File: src/rtl/core/lpht_ram.sv
// ----------------------------------------------------------------------------
// lpht_ram
// Generic single-port synchronous RAM with registered read data.
// ----------------------------------------------------------------------------
`default_nettype none
module lpht_ram #(
    parameter int WIDTH = 8,
    parameter int DEPTH = 256
) (
    input  wire logic                                         i_clk,
    input  wire logic                                         i_we,
    input  wire logic [((DEPTH > 1) ? $clog2(DEPTH) : 1)-1:0] i_addr,
    input  wire logic [WIDTH-1:0]                             i_wdata,
    output logic      [WIDTH-1:0]                             o_rdata
);
    logic [WIDTH-1:0] r_mem [DEPTH];

    // write and registered read
    always_ff @(posedge i_clk) begin
        if (i_we) r_mem[i_addr] <= i_wdata;
        o_rdata <= r_mem[i_addr];
    end
endmodule
`default_nettype wire

File: config.mk
export PLATFORM = sky130hd
export DESIGN_NAME = lpht_ram
export DESIGN_NICKNAME = d
export VERILOG_FILES = /design/src/rtl/core/lpht_ram.sv
export SDC_FILE = /design/constraint.sdc
export NUM_CORES = 2
export LEC_CHECK = 0
export ABC_CLOCK_PERIOD_IN_PS = 2570
export BUFFER_PORTS_ARGS = -buffer_cell sky130_fd_sc_hd__buf_2
export CAP_MARGIN = 10
export CELL_PAD_IN_SITES_DETAIL_PLACEMENT = 0
export CELL_PAD_IN_SITES_GLOBAL_PLACEMENT = 1
export CORE_MARGIN = 2
export CORE_UTILIZATION = 51
export DETAILED_ROUTE_END_ITERATION = 7
export GPL_TIMING_DRIVEN = 1
export PLACE_DENSITY = 0.81
export SLEW_MARGIN = 20
export SYNTH_ARGS = -nofsm -noshare
export SYNTH_HDL_FRONTEND = slang
export SYNTH_SLANG_ARGS = --single-unit
export TNS_END_PERCENT = 50
File: constraint.sdc
create_clock -name i_clk -period 2.57 [get_ports i_clk]
set_input_delay 0.3855 -clock i_clk [delete_from_list [all_inputs] [get_ports i_clk]]
set_output_delay 0.3855 -clock i_clk [all_outputs]
set_load 0.01 [all_outputs]
==> qor.csv <==
stage,metric,value,unit
critical_path,Critical Path AT,3210,ps
critical_path,Crit Path Class,flop to flop,
sta,minimum hold slack,93.6,ps
clocking,clock buffer count from CTS,194,
critical_path,CP Launch Type,flop,
pwr,P per Cell Area,742,nW/um2
logic_synthesis,syn_area_per_cell,22.1,um2
grt,gr usage total,24.0,%
critical_path,worst-path maximum fanout,1,
logic_synthesis,"FF+latch count, synth",2056,
placement,Post-DP HPWL,115000,um
route,DRT Pass-1 Iters,6,
layout,area grow syn2layout,16.3,%
floorplanning,full die area,157000,um2
clocking,CTS H-tree lvls,4,
floorplanning,die width,396,um
sta,share of the clock period used by the worst path,98.1,%
sta,Slew HR,19.0,%
placement,Post-DP Area,85200,um2
sta,unrepaired setup endpoints after global routing,no,
clocking,CTS max path bufs,3,
grt,vias in the first global route,39600,
grt,Overflow after GRT,0,
sta,Slew Limit Fails,0,
sta,Tmin final,2520,ps
route,detailed-route via count,39600,
layout,most frequent cells in the layout,"2048 x edfxtp_1, 512 x mux4_2, 454 x buf_4",
pwr,total power,67.8,mW
route,final wirelength,188000,um
sta,Fin. Hold Viols,0,
floorplanning,Row Count,143,
clocking,Clock Pin Slew Worst Setup and Hold Paths,60,ps
floorplanning,IO Count,26,
logic_synthesis,number of unique standard cell types used by synthesis,22,
logic_synthesis,Syn Std Cell Area,78500,um2
layout,Finished Layout Cells,6258,
route,via-per-instance ratio,6.33,
pwr,P_leak,28.8,nW
logic_synthesis,Syn Inst Count,3547,
grt,largest net degree at the start of global routing,161,
floorplanning,Core Box Area,152000,um2
placement,PortBufs,25,
layout,"commonest non-fill, non-tap cell in the layout",edfxtp_1,
logic_synthesis,register area share after synthesis,78.6,%
critical_path,Worst Path Required,3260,ps
critical_path,kind of end point of the critical path,flop,
clocking,total clock sinks,2056,
flow_run,total of max-cap violations,0,
grt,antenna violations before repair,10,
layout,cell area after layout,91300,um2
run_status,result of the run,completed,
route,DRC violations left,0,
clocking,clock root cell,clkbuf_16,
layout,# nets final,4091,
logic_synthesis,synth warn,0,
clocking,Worst-Skew Late Latency,830,ps
pwr,Peak VDD IR,0.000631,V
sta,Slew @ Worst Pin,1210,ps
route,Final ANT Viol Nets,0,
hold_path,Hold WC Path Type,primary input to flop,
logic_synthesis,Syn Nets,3565,
floorplanning,Initial Utilization,51.5,%
sta,"Setup violations, final",0,
clocking,CTS tree,built,
sta,Setup Skew,41.7,ps
sta,Achievable Freq,397,MHz
placement,placed insts,5904,
floorplanning,Die H,396,um
sta,TNS Setup,0,ps
route,1st-iter DRT viols,4864,
route,WL/cell,30.0,um
layout,layout cells sized above 1,31.7,%
clocking,# Post-CTS Setup Buffers,0,
placement,GPL Wtd Cong,0.839,
grt,first-pass GRT wire length,272000,um
==> worst paths after layout <==
path	startpoint	endpoint	slack, ps	depth (start not counted)
worst max-delay path	r_mem[123][1]	o_rdata[1]	50	6
worst min-delay path	i_wdata[2]	r_mem[73][2]	90	2
worst max register to register	r_mem[123][1]	o_rdata[1]	50	6
worst min register to register	r_mem[18][4]	o_rdata[4]	1010	5
==> Yosys cell counts <==
library cell     n  share of area [%]
dfxtp_1          8               0.20
nand2_1         28               0.13
nor2b_1          7              0.056
buf_4           16               0.15
or3_1            1             0.0080
buf_6           16               0.23
nor3_1          30               0.19
buf_1           19              0.091
nand3_1         13              0.083
mux4_2         512                 15
buf_2           36               0.23
a22oi_1        256                2.4
nand4_1          8              0.064
clkbuf_1       145               0.69
and2_1           3              0.024
a21oi_1        128               0.82
or2_2            2              0.016
nor2_1         232                1.1
inv_1            1             0.0048
nand2b_1         6              0.048
edfxtp_1      2048                 78
o41ai_1         32               0.36
==> stage by stage <==
step / utilization (%) / worst slack [ps]
4_1_cts: 59.9 / 52.3
2_1_floorplan: - / -34.2
3_5_place_dp: 55.9 / -778
3_3_place_gp: 55.9 / -1130
6_report: 59.9 / 49.9
5_1_grt: 59.9 / 8.99
==> metal layers <==
| layer | GRT usage [%] | vias to the layer above | routed length, um |
|---|---|---|---|
| met5 | 0 | - | 92 |
| met4 | 7.71 | 14 | 5710 |
| met3 | 5.28 | 340 | 19800 |
| met2 | 38.0 | 2310 | 90600 |
| met1 | 33.8 | 20800 | 71700 |
| li1 | - | 16100 | - |
==> final cells by class <==
type | instances | area [um2]
fill | 10400 | 61200
timing repair buffer | 562 | 5260
tap | 2030 | 2540
clock inverter | 100 | 822
sequential | 2056 | 61700
multi-input combinational | 1258 | 15800
inverter | 1 | 3.75
clock buffer | 250 | 5190
antenna | 1 | 2.50
==> power breakdown <==
group / internal [mW] / leakage [nW] / switching [mW]
clock network: 15.5 / 2.93 / 11.9
registers: 37.0 / 18.5 / 0.0549
logic: 1.37 / 7.37 / 2.07
total: 53.8 / 28.8 / 14.0
==> kinds of logic (layout without fill, tap and decap cells) <==
group | Yosys count | count (layout) | synth area share [%]
AO/OA/AOI/OAI | 416 | 416 | 3.62
buffers and inverters | 233 | 913 | 1.40
flip-flops | 2056 | 2056 | 78.6
AND/OR/NAND/NOR | 330 | 330 | 1.73
multiplexers | 512 | 512 | 14.7
other | 0 | 1 | 0
==> worst max-delay path, cell delays in order, from the launching register on <==
cell and delay (ps):
edfxtp_1 350, mux4_2 520, a22oi_1 320, a21oi_1 150, o41ai_1 690, buf_4 270, nand4_1 100
==> state kept, by name, indices dropped and copies added, names as in the netlist <==
| register | flops |
|---|---|
| o_rdata | 8 |
| r_mem | 2048 |
==> repair_timing <==
action | CTS | global route
gates cloned | 0 | 0
hold buffers | 3 | 0
resized for setup | 2 | 1
endpoints found under the hold margin | 20 | 0
setup endpoints to repair | 1 | 1
(Power assumes the default switching activity.)
