### config.mk
export PLATFORM = sky130hd
export DESIGN_NAME = lpht_hash
export DESIGN_NICKNAME = d
export VERILOG_FILES = /design/src/rtl/core/lpht_pkg.sv /design/src/rtl/core/lpht_hash.sv
export SDC_FILE = /design/constraint.sdc
export NUM_CORES = 1
export LEC_CHECK = 0
export BUFFER_PORTS_ARGS = -buffer_cell sky130_fd_sc_hd__buf_2
export CAP_MARGIN = 20
export CORE_MARGIN = 2
export CORE_UTILIZATION = 51
export CTS_BUF_LIST = sky130_fd_sc_hd__clkbuf_8
export DETAILED_ROUTE_END_ITERATION = 16
export GPL_ROUTABILITY_DRIVEN = 0
export PLACE_DENSITY = 0.71
export SLEW_MARGIN = 20
export SYNTH_ARGS = -nofsm -noshare
export SYNTH_HDL_FRONTEND = slang
export SYNTH_SLANG_ARGS = --single-unit
export TNS_END_PERCENT = 30
### constraint.sdc
create_clock -name i_clk -period 7.43 [get_ports i_clk]
set_clock_uncertainty 0.05 [all_clocks]
set_input_delay 0.743 -clock i_clk [delete_from_list [all_inputs] [get_ports i_clk]]
set_output_delay 0.743 -clock i_clk [all_outputs]
set_load 0.005 [all_outputs]
### src/rtl/core/lpht_pkg.sv
// ----------------------------------------------------------------------------
// lpht_pkg
// Shared types and constants of the linear probe string hash table.
// ----------------------------------------------------------------------------
`default_nettype none
package lpht_pkg;
    localparam logic [31:0] FNV_BASIS = 32'h811c9dc5;
    localparam logic [31:0] HASH_MULT = 32'h01000193;
    localparam logic [7:0]  CASE_MASK = 8'hdf;

    typedef enum logic [2:0] {
        FN_FIND = 3'd0, FN_INSERT = 3'd1, FN_REMOVE = 3'd2,
        FN_REMOVE_SLOT = 3'd3, FN_CLEAR = 3'd4
    } t_func;

    typedef enum logic [1:0] {
        MK_EMPTY = 2'd0, MK_USED = 2'd1, MK_GONE = 2'd2, MK_RSVD = 2'd3
    } t_mark;

    typedef enum logic [1:0] {
        ST_OK = 2'd0, ST_NOT_FOUND = 2'd1, ST_FULL = 2'd2, ST_NOT_USED = 2'd3
    } t_status;

    localparam logic CFG_CASE = 1'b0;
    localparam logic CFG_SIZE = 1'b1;

    typedef enum logic [3:0] {
        S_IDLE, S_HASH, S_READ, S_CHECK, S_WRITE, S_CLEAR, S_SLOT_RD, S_SLOT_CK, S_DONE
    } t_state;

    // hash unit status toward the sequencer
    typedef struct packed {
        logic        busy;
        logic        done;
        logic [30:0] hash;
    } t_hash_stat;

    // fold ascii upper case to lower case per byte
    function automatic logic [63:0] fold_key(input logic [63:0] k);
        logic [63:0] r;
        logic [7:0]  b;
        r = '0;
        for (int i = 0; i < 8; i++) begin
            b = k[8*i +: 8];
            if (b >= 8'h41 && b <= 8'h5a) b = b + 8'h20;
            r[8*i +: 8] = b;
        end
        return r;
    endfunction
endpackage
`default_nettype wire

### src/rtl/core/lpht_hash.sv
// ----------------------------------------------------------------------------
// lpht_hash
// FNV-1a hash, one character per cycle, stops at the first zero byte.
// ----------------------------------------------------------------------------
`default_nettype none
module lpht_hash #(
    parameter int KEY_CHARS = 8
) (
    input  wire logic                 i_clk,
    input  wire logic                 i_rst_n,
    input  wire logic                 i_start,
    input  wire logic                 i_ci,
    input  wire logic [63:0]          i_key,
    output lpht_pkg::t_hash_stat      o_stat
);
    import lpht_pkg::*;
    localparam int CW = $clog2(KEY_CHARS + 1);

    logic [31:0] r_h, n_h;
    logic [63:0] r_k, n_k;
    logic [CW-1:0] r_cnt, n_cnt;
    logic r_busy, n_busy, r_done, n_done;
    logic [7:0]  w_b;
    logic [31:0] w_v;
    logic [31:0] w_x;

    assign w_b = r_k[7:0];
    assign w_v = i_ci ? {24'd0, w_b & CASE_MASK} : {{24{w_b[7]}}, w_b};
    assign w_x = r_h ^ w_v;

    // one round per cycle
    always_comb begin
        n_h = r_h; n_k = r_k; n_cnt = r_cnt; n_busy = r_busy; n_done = 1'b0;
        if (i_start) begin
            n_h = FNV_BASIS; n_k = i_key; n_cnt = '0; n_busy = 1'b1;
        end else if (r_busy) begin
            if (w_b == 8'd0 || r_cnt == CW'(KEY_CHARS)) begin
                n_busy = 1'b0; n_done = 1'b1;
            end else begin
                n_h = 32'(w_x * HASH_MULT);
                n_k = {8'd0, r_k[63:8]};
                n_cnt = r_cnt + 1'b1;
            end
        end
    end

    always_ff @(posedge i_clk) begin
        if (!i_rst_n) begin
            r_busy <= 1'b0; r_done <= 1'b0; r_cnt <= '0;
        end else begin
            r_busy <= n_busy; r_done <= n_done; r_cnt <= n_cnt;
        end
        r_h <= n_h; r_k <= n_k;
    end

    assign o_stat.busy = r_busy;
    assign o_stat.done = r_done;
    assign o_stat.hash = r_h[30:0];
endmodule
`default_nettype wire

==> metrics.yaml, run 1 <==
status: "complete, no violations"
worstPathRequired_ns: 7.66
hp-class: "reg -> reg"
path_clk_slew_ns: 0.12
fmax_mhz: 159
drc: 0
reg2reg_slack_ns: 1.16
netlist-cell-type-count: 61
fin_crit_ns: 6.30
synth.area.top_cells: "edfxtp_1, ha_1, fa_1"
portBuffers: 100
yosysWarnings: 0
finalCritPeriodShare_pct: 84.8
synth_top_family_by_area: "adder cells"
grt-ovfl-total: 0
finalHoldViolations: 0
start_util_pct: 52.2
grtUsageTotal_pct: 22.1
synth_area_leader_cell: "edfxtp_1"
crit_type: "in -> reg"
row_count: 50
cts_hold_buffers: 0
numClockSinks: 101
final-setup-viol-count: 0
clk_latency_ns: 0.40
cts_buffer_depth: 2
yosys.area_share.simple_pct: 6.77
syn_inst: 957
synth_xor_area_share_pct: 9.03
final.setup.tns_ns: 0
drt-initial-drc-count: 307
ys_async_sr_fraction_pct: 0
via_count: 6665
grt_pass1_wl_mm: 34.6
rsz0062_at_grt: "false"
r2r_cells: 21
core_area_um2: 18800
cts_tree: "built"
die_h_um: 143
timing.rr.start: "r_k[7]"
drtPass1Iterations: 4
syn_nets: 1242
io_pins: 101
synth_area_per_cell_um2: 10.2
synth_edf_count: 64
ys_seq_area_share_pct: 27.2
yosysTopAreaCellShare_pct: 19.6
avgViaCountPerCell: 5.23
layout-drive-gt1-share_pct: 19.0
drv_slew: 0
synth_compound_area_share_pct: 7.92
synth-seq-cells: 101
htree_num_levels: 3
worstPathArrival_ns: 6.52
area_growth_pct: 8.74
antenna_found_initial: 0
cp-end-kind: "flop"
crit_end: "r_h[30]"
antenna_left: 0
die_area_um2: 20300
cts-root-buf: "clkbuf_8"
diodes: 0
slew_headroom_pct: 30.1
cap_violations: 0
muxShareOfSynthArea_pct: 6.54
critPathLaunch: "i_ci"
synthAdderAreaFrac_pct: 33.1
timing.rr.end: "r_h[30]"
nNetsFinal: 1321
syn_area_um2: 9790
worst_pin_slew_ns: 1.05
post_cts.repair.setup_buffers: 0
grt_max_degree: 85
cts_made_buffers: 9
place_hpwl_mm: 17.1
synth-main-ff-cell: "edfxtp_1"
start_kind: "input port"
path_max_fanout: 11
post_cts_resize_count: 0
die_w_um: 143
routedWlPerCell_um: 16.9
wl_mm: 21.5
grt_pass1_vias: 6929
## synthesized netlist by cell type (all sizes together) (2+ instances only)
master and n:
a21o 10, a21oi 35, ha 147, o31a 2
a211oi 6, o311ai 4, nor4 3, edfxtp 64
nand3 9, nand2b 3, xnor2 44, o21bai 2
nand2 51, o31ai 3, mux2 56, inv 190
nor2 40, a221oi 2, o2bb2ai 2, buf 8
nand4 3, clkbuf 32, nor3 8, o211ai 12
and2 11, fa 70, nor2b 5, nor3b 2
xor2 57, and3 4, a311oi 2, o21a 8
dfxtp 37, o21ai 13
## cell usage in the layout (no fill, tap or decap), types with 37 or more instances in the layout
master	netlist	layout
buf_2	0	99
dfxtp_1	37	37
edfxtp_1	64	64
fa_1	70	70
ha_1	147	147
inv_1	190	190
mux2_2	56	56
nand2_1	50	49
nor2_1	40	40
xnor2_1	44	44
xor2_1	57	57
## routing by layer
layer | track usage [%] | part of all wire, %
met5 | 0 | 0
met1 | 28.2 | 43
met3 | 3.77 | 5.3
met2 | 37.1 | 48
met4 | 9.22 | 3.5
## through the flow
stage	std cells	setup slack (ns)	utilization [%]	hold slack (ns)	instance area, um2
after global routing	1275	0.856	56.7	0.457	10600
after CTS	1275	1.17	56.7	0.441	10600
final	1275	1.13	56.7	0.443	10600
after global placement	1259	0.859	55.6	0.420	10400
after floorplan	957	1.34	-	0.416	9790
after detailed placement	1259	0.729	55.6	0.422	10400
## worst max-delay path: stages
cell       delay, ns
buf_2           0.10
nand2b_1        0.48
xor2_1          0.41
inv_1           0.17
ha_1            0.33
ha_1            0.29
fa_1            0.39
ha_1            0.23
fa_1            0.48
ha_1            0.29
inv_1           0.05
fa_1            0.53
inv_1           0.04
ha_1            0.35
a21o_1          0.14
a21oi_1         0.10
o31a_1          0.31
o2bb2ai_1       0.16
a311oi_1        0.49
a31oi_1         0.18
xnor2_1         0.18
a21oi_1         0.08
## worst min path at each step
stage / start / slack [ns] / depth (start not counted) / end
6_report: r_h[1] / 0.44 / 2 / r_h[1]
5_1_grt: r_h[1] / 0.46 / 2 / r_h[1]
4_1_cts: r_h[1] / 0.44 / 2 / r_h[1]
3_5_place_dp: r_h[1] / 0.42 / 2 / r_h[1]
3_3_place_gp: r_h[1] / 0.42 / 2 / r_h[1]
2_1_floorplan: r_cnt[1] / 0.42 / 2 / r_cnt[1]
## registers in the layout (all words and copies together) (netlist names)
name	count
r_cnt	4
r_busy	1
r_done	1
r_h	31
r_k	64
## cell families after synthesis
| group | after synthesis |
|---|---|
| compound gates | 107 |
| xor+xnor | 101 |
| fa+ha+maj | 217 |
| buf+inv | 230 |
| flops | 101 |
| mux | 57 |
| simple gates | 144 |
## final cells by class
class / instances / area, um2
repair buffers: 108 / 563
flip-flops and latches: 101 / 2660
multi-input cells: 626 / 6210
clock inverters: 7 / 85.1
inverters: 190 / 713
clock buffers: 9 / 124
fillers: 1641 / 8120
well taps: 234 / 293
Power of run 1 is not shown: default switching activity piles up to over one toggle a cycle in this logic, so the estimate is an artifact.
==> run 2, diff against run 1 <==
Settings changed: ABC_AREA from default to 1, PLACE_DENSITY 0.71 to 0.7.
Clock period 7.43 ns to 6.4 ns, I/O delays scaled along.
==> run 2 against run 1 <==
  * Hold slack worse by 0.0062 ns
  * Register-to-register slack worse by 0.59 ns
  * Global-route usage is 2.7 points higher
  * Synthesized cell count is 35% higher
  * Critical path depth is 3 higher
  * Synthesized area is 5.5% higher
  * Sequential share of layout area is 1.5 points lower
  * Die area is 5.4% higher
  * First-iteration DRC count is 56% higher
  * Largest cell class unchanged
==> metrics.yaml, run 2 <==
status: "complete, no violations"
cts_buffer_depth: 2  # unchanged
via_count: 8322  # +25%
antenna_found_initial: 0  # unchanged
antenna_left: 0  # unchanged
drv_slew: 0  # unchanged
start_util_pct: 51.6  # -0.60 points
numClockSinks: 101  # unchanged
synth_area_leader_cell: "edfxtp_1"
row_count: 52  # +4.0%
htree_num_levels: 3  # unchanged
synth-seq-cells: 101  # unchanged
cts_hold_buffers: 0  # unchanged
grt_max_degree: 78  # -8.2%
synth.most_common_cell: "nand2_1"
layout_commonest_cell: "nand2_1"
portBuffers: 100  # unchanged
worstPathArrival_ns: 6.12  # -0.40 ns
layout-drive-gt1-share_pct: 11.4  # -7.6 points
netlist-cell-type-count: 43  # -30%
whs_ns: 0.437  # -0.00622 ns
rsz0062_at_grt: "false"
dpl_cell_area_um2: 11100  # +6.5%
ys_seq_area_share_pct: 25.8  # -1.4 points
cts_made_buffers: 9  # unchanged
syn_area_um2: 10300  # +5.5%
path_common_cell: "inv_1"
synth_top_cells_by_count: "nand2_1, inv_1, ha_1"
final-setup-viol-count: 0  # unchanged
grt_pass1_vias: 8636  # +25%
place_hpwl_mm: 20.8  # +21%
avgViaCountPerCell: 5.02  # -3.9%
slew_headroom_pct: 37.1  # +7.0 points
grtUsageTotal_pct: 24.8  # +2.7 points
finalCritPeriodShare_pct: 91.1
cp-end-kind: "flop"
syn_nets: 1580  # +27%
die_area_um2: 21400  # +5.4%
wl_mm: 25.4  # +18%
ys_async_sr_fraction_pct: 0  # unchanged
start_kind: "flop"
worst_pin_slew_ns: 0.943  # -0.105 ns
fmax_mhz: 172
area_growth_pct: 9.62
post_cts.repair.setup_buffers: 0  # unchanged
fin_crit_ns: 5.83
drtPass1Iterations: 5  # +1
synth_area_per_cell_um2: 7.98  # -22%
grt-ovfl-total: 0  # unchanged
final_area_um2: 11300  # +6.4%
layout_common_cells: "nand2_1, inv_1, ha_1"
path_max_fanout: 12  # +1
io_pins: 101  # unchanged
clk_latency_ns: 0.39  # about the same
post_cts_resize_count: 0  # unchanged
yosysTopAreaCellShare_pct: 18.6  # -1.0 points
slowest_delay_ns: 0.62  # +0.09 ns
drc: 0  # unchanged
cts-root-buf: "clkbuf_8"
finalHoldViolations: 0  # unchanged
hp-class: "in -> reg"
crit_type: "reg -> reg"
yosysWarnings: 0  # unchanged
diodes: 0  # unchanged
routedWlPerCell_um: 15.3  # -9.2%
core_area_um2: 20000  # +6.8%
cp_slowest_cell: "xor2_1"
syn_inst: 1295  # +35%
largest_reg_flops: 64  # unchanged
nNetsFinal: 1667  # +26%
regMostFlops: "r_k"
synth_edf_count: 64  # unchanged
fill_cells: 1933  # +18%
path_clk_slew_ns: 0.11  # about the same
final.setup.tns_ns: 0  # unchanged
biggestRegsByFlops: "r_k: 64 flops, r_h: 31 flops, r_cnt: 4 flops"
worstPathRequired_ns: 6.69  # -0.97 ns
grt_pass1_wl_mm: 42.1  # +22%
drt-initial-drc-count: 479  # +56%
die_w_um: 146  # +2.7%
synth-main-ff-cell: "edfxtp_1"
die_h_um: 146  # +2.7%
cap_violations: 0  # unchanged
cts_tree: "built"
synth.area.top_cells: "edfxtp_1, ha_1, fa_1"
## run 2: per-layer routing
metal | wire [um] | GRT usage, % | vias up
met5 | 0 | 0 | -
met4 | 1210 | 11.9 | 0
met3 | 1220 | 3.94 | 65
li1 | - | - | 4168
met2 | 12500 | 43.8 | 231
met1 | 10500 | 29.5 | 3858
## run 2: final timing paths
kind              startpoint  endpoint  slack [ns]  depth (start not counted)
setup / recovery      r_k[7]   r_h[25]        0.57                         25
hold / removal       i_rst_n    r_busy        0.44                          3
setup reg to reg      r_k[7]   r_h[25]        0.57                         25
hold reg to reg     r_cnt[2]  r_cnt[2]        0.45                          2
## run 2: cell families (layout without fill, tap and decap cells)
logic type               Yosys count  in the layout  share of synthesized area [%]
flip-flops                       101            101                           25.8
XOR/XNOR                          75             75                           6.36
adder cells (fa/ha/maj)          217            217                           31.4
AO/OA/AOI/OAI                    105            105                           5.79
AND/OR/NAND/NOR                  484            484                           19.1
buffers and inverters            313            405                           11.6
## run 2: area by class of cell
type | count | area (um2) | area share, %
clock inverter | 7 | 86.3 | 0.762
multi-input combinational | 881 | 6480 | 57.2
tap | 270 | 338 | 2.98
inverter | 275 | 1030 | 9.11
timing repair buffer | 114 | 606 | 5.35
clock buffer | 9 | 124 | 1.09
sequential | 101 | 2660 | 23.5
## run 2: through the flow
stage,setup WS [ns],std cells,utilization [%]
finish,0.570,1657,56.5
global route,0.178,1657,56.5
CTS,0.584,1657,56.5
detailed placement,0.351,1641,55.5
global placement,0.378,1641,55.5
floorplan,1.07,1295,-
## run 2: worst max-delay path: cells and delay by family (launching register included)
family        cells  cell delay (ns)
fa+ha+maj         7             2.72
buf+inv           7             0.60
flops             1             0.48
simple gates     10             1.30
xor+xnor          1             0.62
Power of run 2 is left out for the same reason.
==> run 3, diff against run 2 <==
Settings changed: MAX_ROUTING_LAYER from default to met4, PLACE_DENSITY 0.7 to 0.73.
Clock period 6.4 ns to 4.92 ns, I/O delays scaled along.
==> run 3 against run 2 <==
  * The flow now finishes with violations (negative setup slack)
  * Highest routed layer unchanged
  * Register-to-register slack worse by 0.83 ns
  * Sequential share of layout area down 4.0 points
  * Worst setup slack got worse by 0.83 ns
  * Wire length is 19% higher
  * Via count grew 13%
  * Critical path depth rose by 3
  * Clock-buffer cell count stayed put
==> metrics.yaml, run 3 (synthesized netlist as in run 2, its figures left out) <==
status: "complete, but fails checks"
violations: "negative setup slack"
regMostFlops: "r_k"
cts-root-buf: "clkbuf_8"
layout_common_cells: "nand2_1, inv_1, buf_4"
die_h_um: 146  # unchanged
grtUsageTotal_pct: 29.1  # +4.3 points
die_w_um: 146  # unchanged
hp-class: "in -> reg"
diodes: 0  # unchanged
cp-end-kind: "flop"
core_area_um2: 20000  # unchanged
start_kind: "flop"
cts_tree: "built"
drc: 0  # unchanged
routedWlPerCell_um: 16.7  # +9.3%
fmax_mhz: 193  # +13%
worstPathArrival_ns: 5.43  # -0.69 ns
finalCritPeriodShare_pct: 105  # +14 points
instances_no_fill: 1802  # +8.8%
slowest_delay_ns: 0.56  # -0.06 ns
cp_slowest_cell: "fa_1"
grt_pass1_vias: 9791  # +13%
wl_mm: 30.2  # +19%
path_max_fanout: 5  # -7
path_clk_slew_ns: 0.11  # about the same
htree_num_levels: 3  # unchanged
row_count: 52  # unchanged
layout_setup_ws_ns: -0.261  # -0.832 ns
path_common_cell: "buf_4"
pre_cts_ws_ns: -0.586  # -0.937 ns
die_area_um2: 21400  # unchanged
place_hpwl_mm: 22.0  # +6.1%
numClockSinks: 101  # unchanged
drv_slew: 0  # unchanged
r2r_cells: 28  # +12%
clk_latency_ns: 0.39  # about the same
largest_reg_flops: 64  # unchanged
grt_pass1_wl_mm: 48.0  # +14%
io_pins: 101  # unchanged
worstPathRequired_ns: 5.17  # -1.52 ns
biggestRegsByFlops: "r_k: 64 flops, r_h: 31 flops, r_cnt: 4 flops"
crit_family: "adder cells"
rsz0062_at_grt: "true"
cts_made_buffers: 9  # unchanged
grt_max_degree: 75  # -3.8%
cts_buffer_depth: 2  # unchanged
slew_headroom_pct: 34.9  # -2.2 points
start_util_pct: 51.6  # unchanged
worstHoldPathCells: 3  # unchanged
antenna_left: 0  # unchanged
via_count: 9368  # +13%
worst-path-stages: 28  # +12%
final-setup-viol-count: 14  # +14
finalHoldViolations: 0  # unchanged
grt-ovfl-total: 0  # unchanged
antenna_found_initial: 0  # unchanged
crit_type: "reg -> reg"
layout_commonest_cell: "nand2_1"
nNetsFinal: 1812  # +8.7%
area_growth_pct: 32.2
drtPass1Iterations: 5  # unchanged
placedCellCount: 1752  # +6.8%
worst_pin_slew_ns: 0.976  # +0.0330 ns
path_buf_inv: 11  # +4
layout-drive-gt1-share_pct: 31.5  # +20 points
drt-initial-drc-count: 595  # +24%
cap_violations: 0  # unchanged
portBuffers: 100  # unchanged
fin_crit_ns: 5.18  # -0.648 ns
avgViaCountPerCell: 5.20  # +3.5%
==> run 3: stage by stage <==
| step | utilization (%) | hold WS (ns) | setup TNS, ns | area [um2] |
|---|---|---|---|---|
| 2_1_floorplan | - | 0.402 | 0 | 10500 |
| 3_3_place_gp | 60.3 | 0.417 | -6.77 | 12100 |
| 3_5_place_dp | 60.3 | 0.441 | -8.08 | 12100 |
| 4_1_cts | 66.8 | 0.277 | -0.404 | 13400 |
| 5_1_grt | 68.2 | 0.285 | -5.25 | 13700 |
| 6_report | 68.2 | 0.294 | -2.00 | 13700 |
==> run 3: repair_timing <==
action                     CTS  global route
setup buffers               27             7
gates resized for setup    182            51
hold buffers                 0             0
setup endpoints to repair   19            20
pin swaps                  111            36
==> run 3: per-layer routing <==
layer	wire length (um)	part of all wire, %	global-route usage [%]	up-vias
met1	11500	38	32.7	4393
li1	-	-	-	4453
met3	1620	5.4	3.91	141
met5	0	0	-	-
met4	1860	6.2	15.5	0
met2	15200	50	50.5	381
==> run 3: cell type report <==
class | count | area, um2
clock buffer | 9 | 124
clock inverter | 7 | 86.3
fill | 1486 | 6380
inverter | 275 | 1030
multi-input combinational | 881 | 7640
sequential | 101 | 2660
tap | 270 | 338
timing repair buffer | 259 | 1770
==> run 3: worst register-to-register path: cells and delay by family (launching register included) <==
family        cells  cell delay, ns
fa+ha+maj         7            2.50
flops             1            0.47
simple gates      9            0.82
xor+xnor          1            0.24
buf+inv          11            1.02
==> run 3: worst paths after layout <==
check                start  endpoint  slack (ns)
hold / removal     i_rst_n    r_busy        0.29
setup / recovery    r_k[7]   r_h[29]       -0.26
hold reg to reg   r_cnt[2]  r_cnt[2]        0.45
setup reg to reg    r_k[7]   r_h[29]       -0.26
Power of run 3 is left out for the same reason.
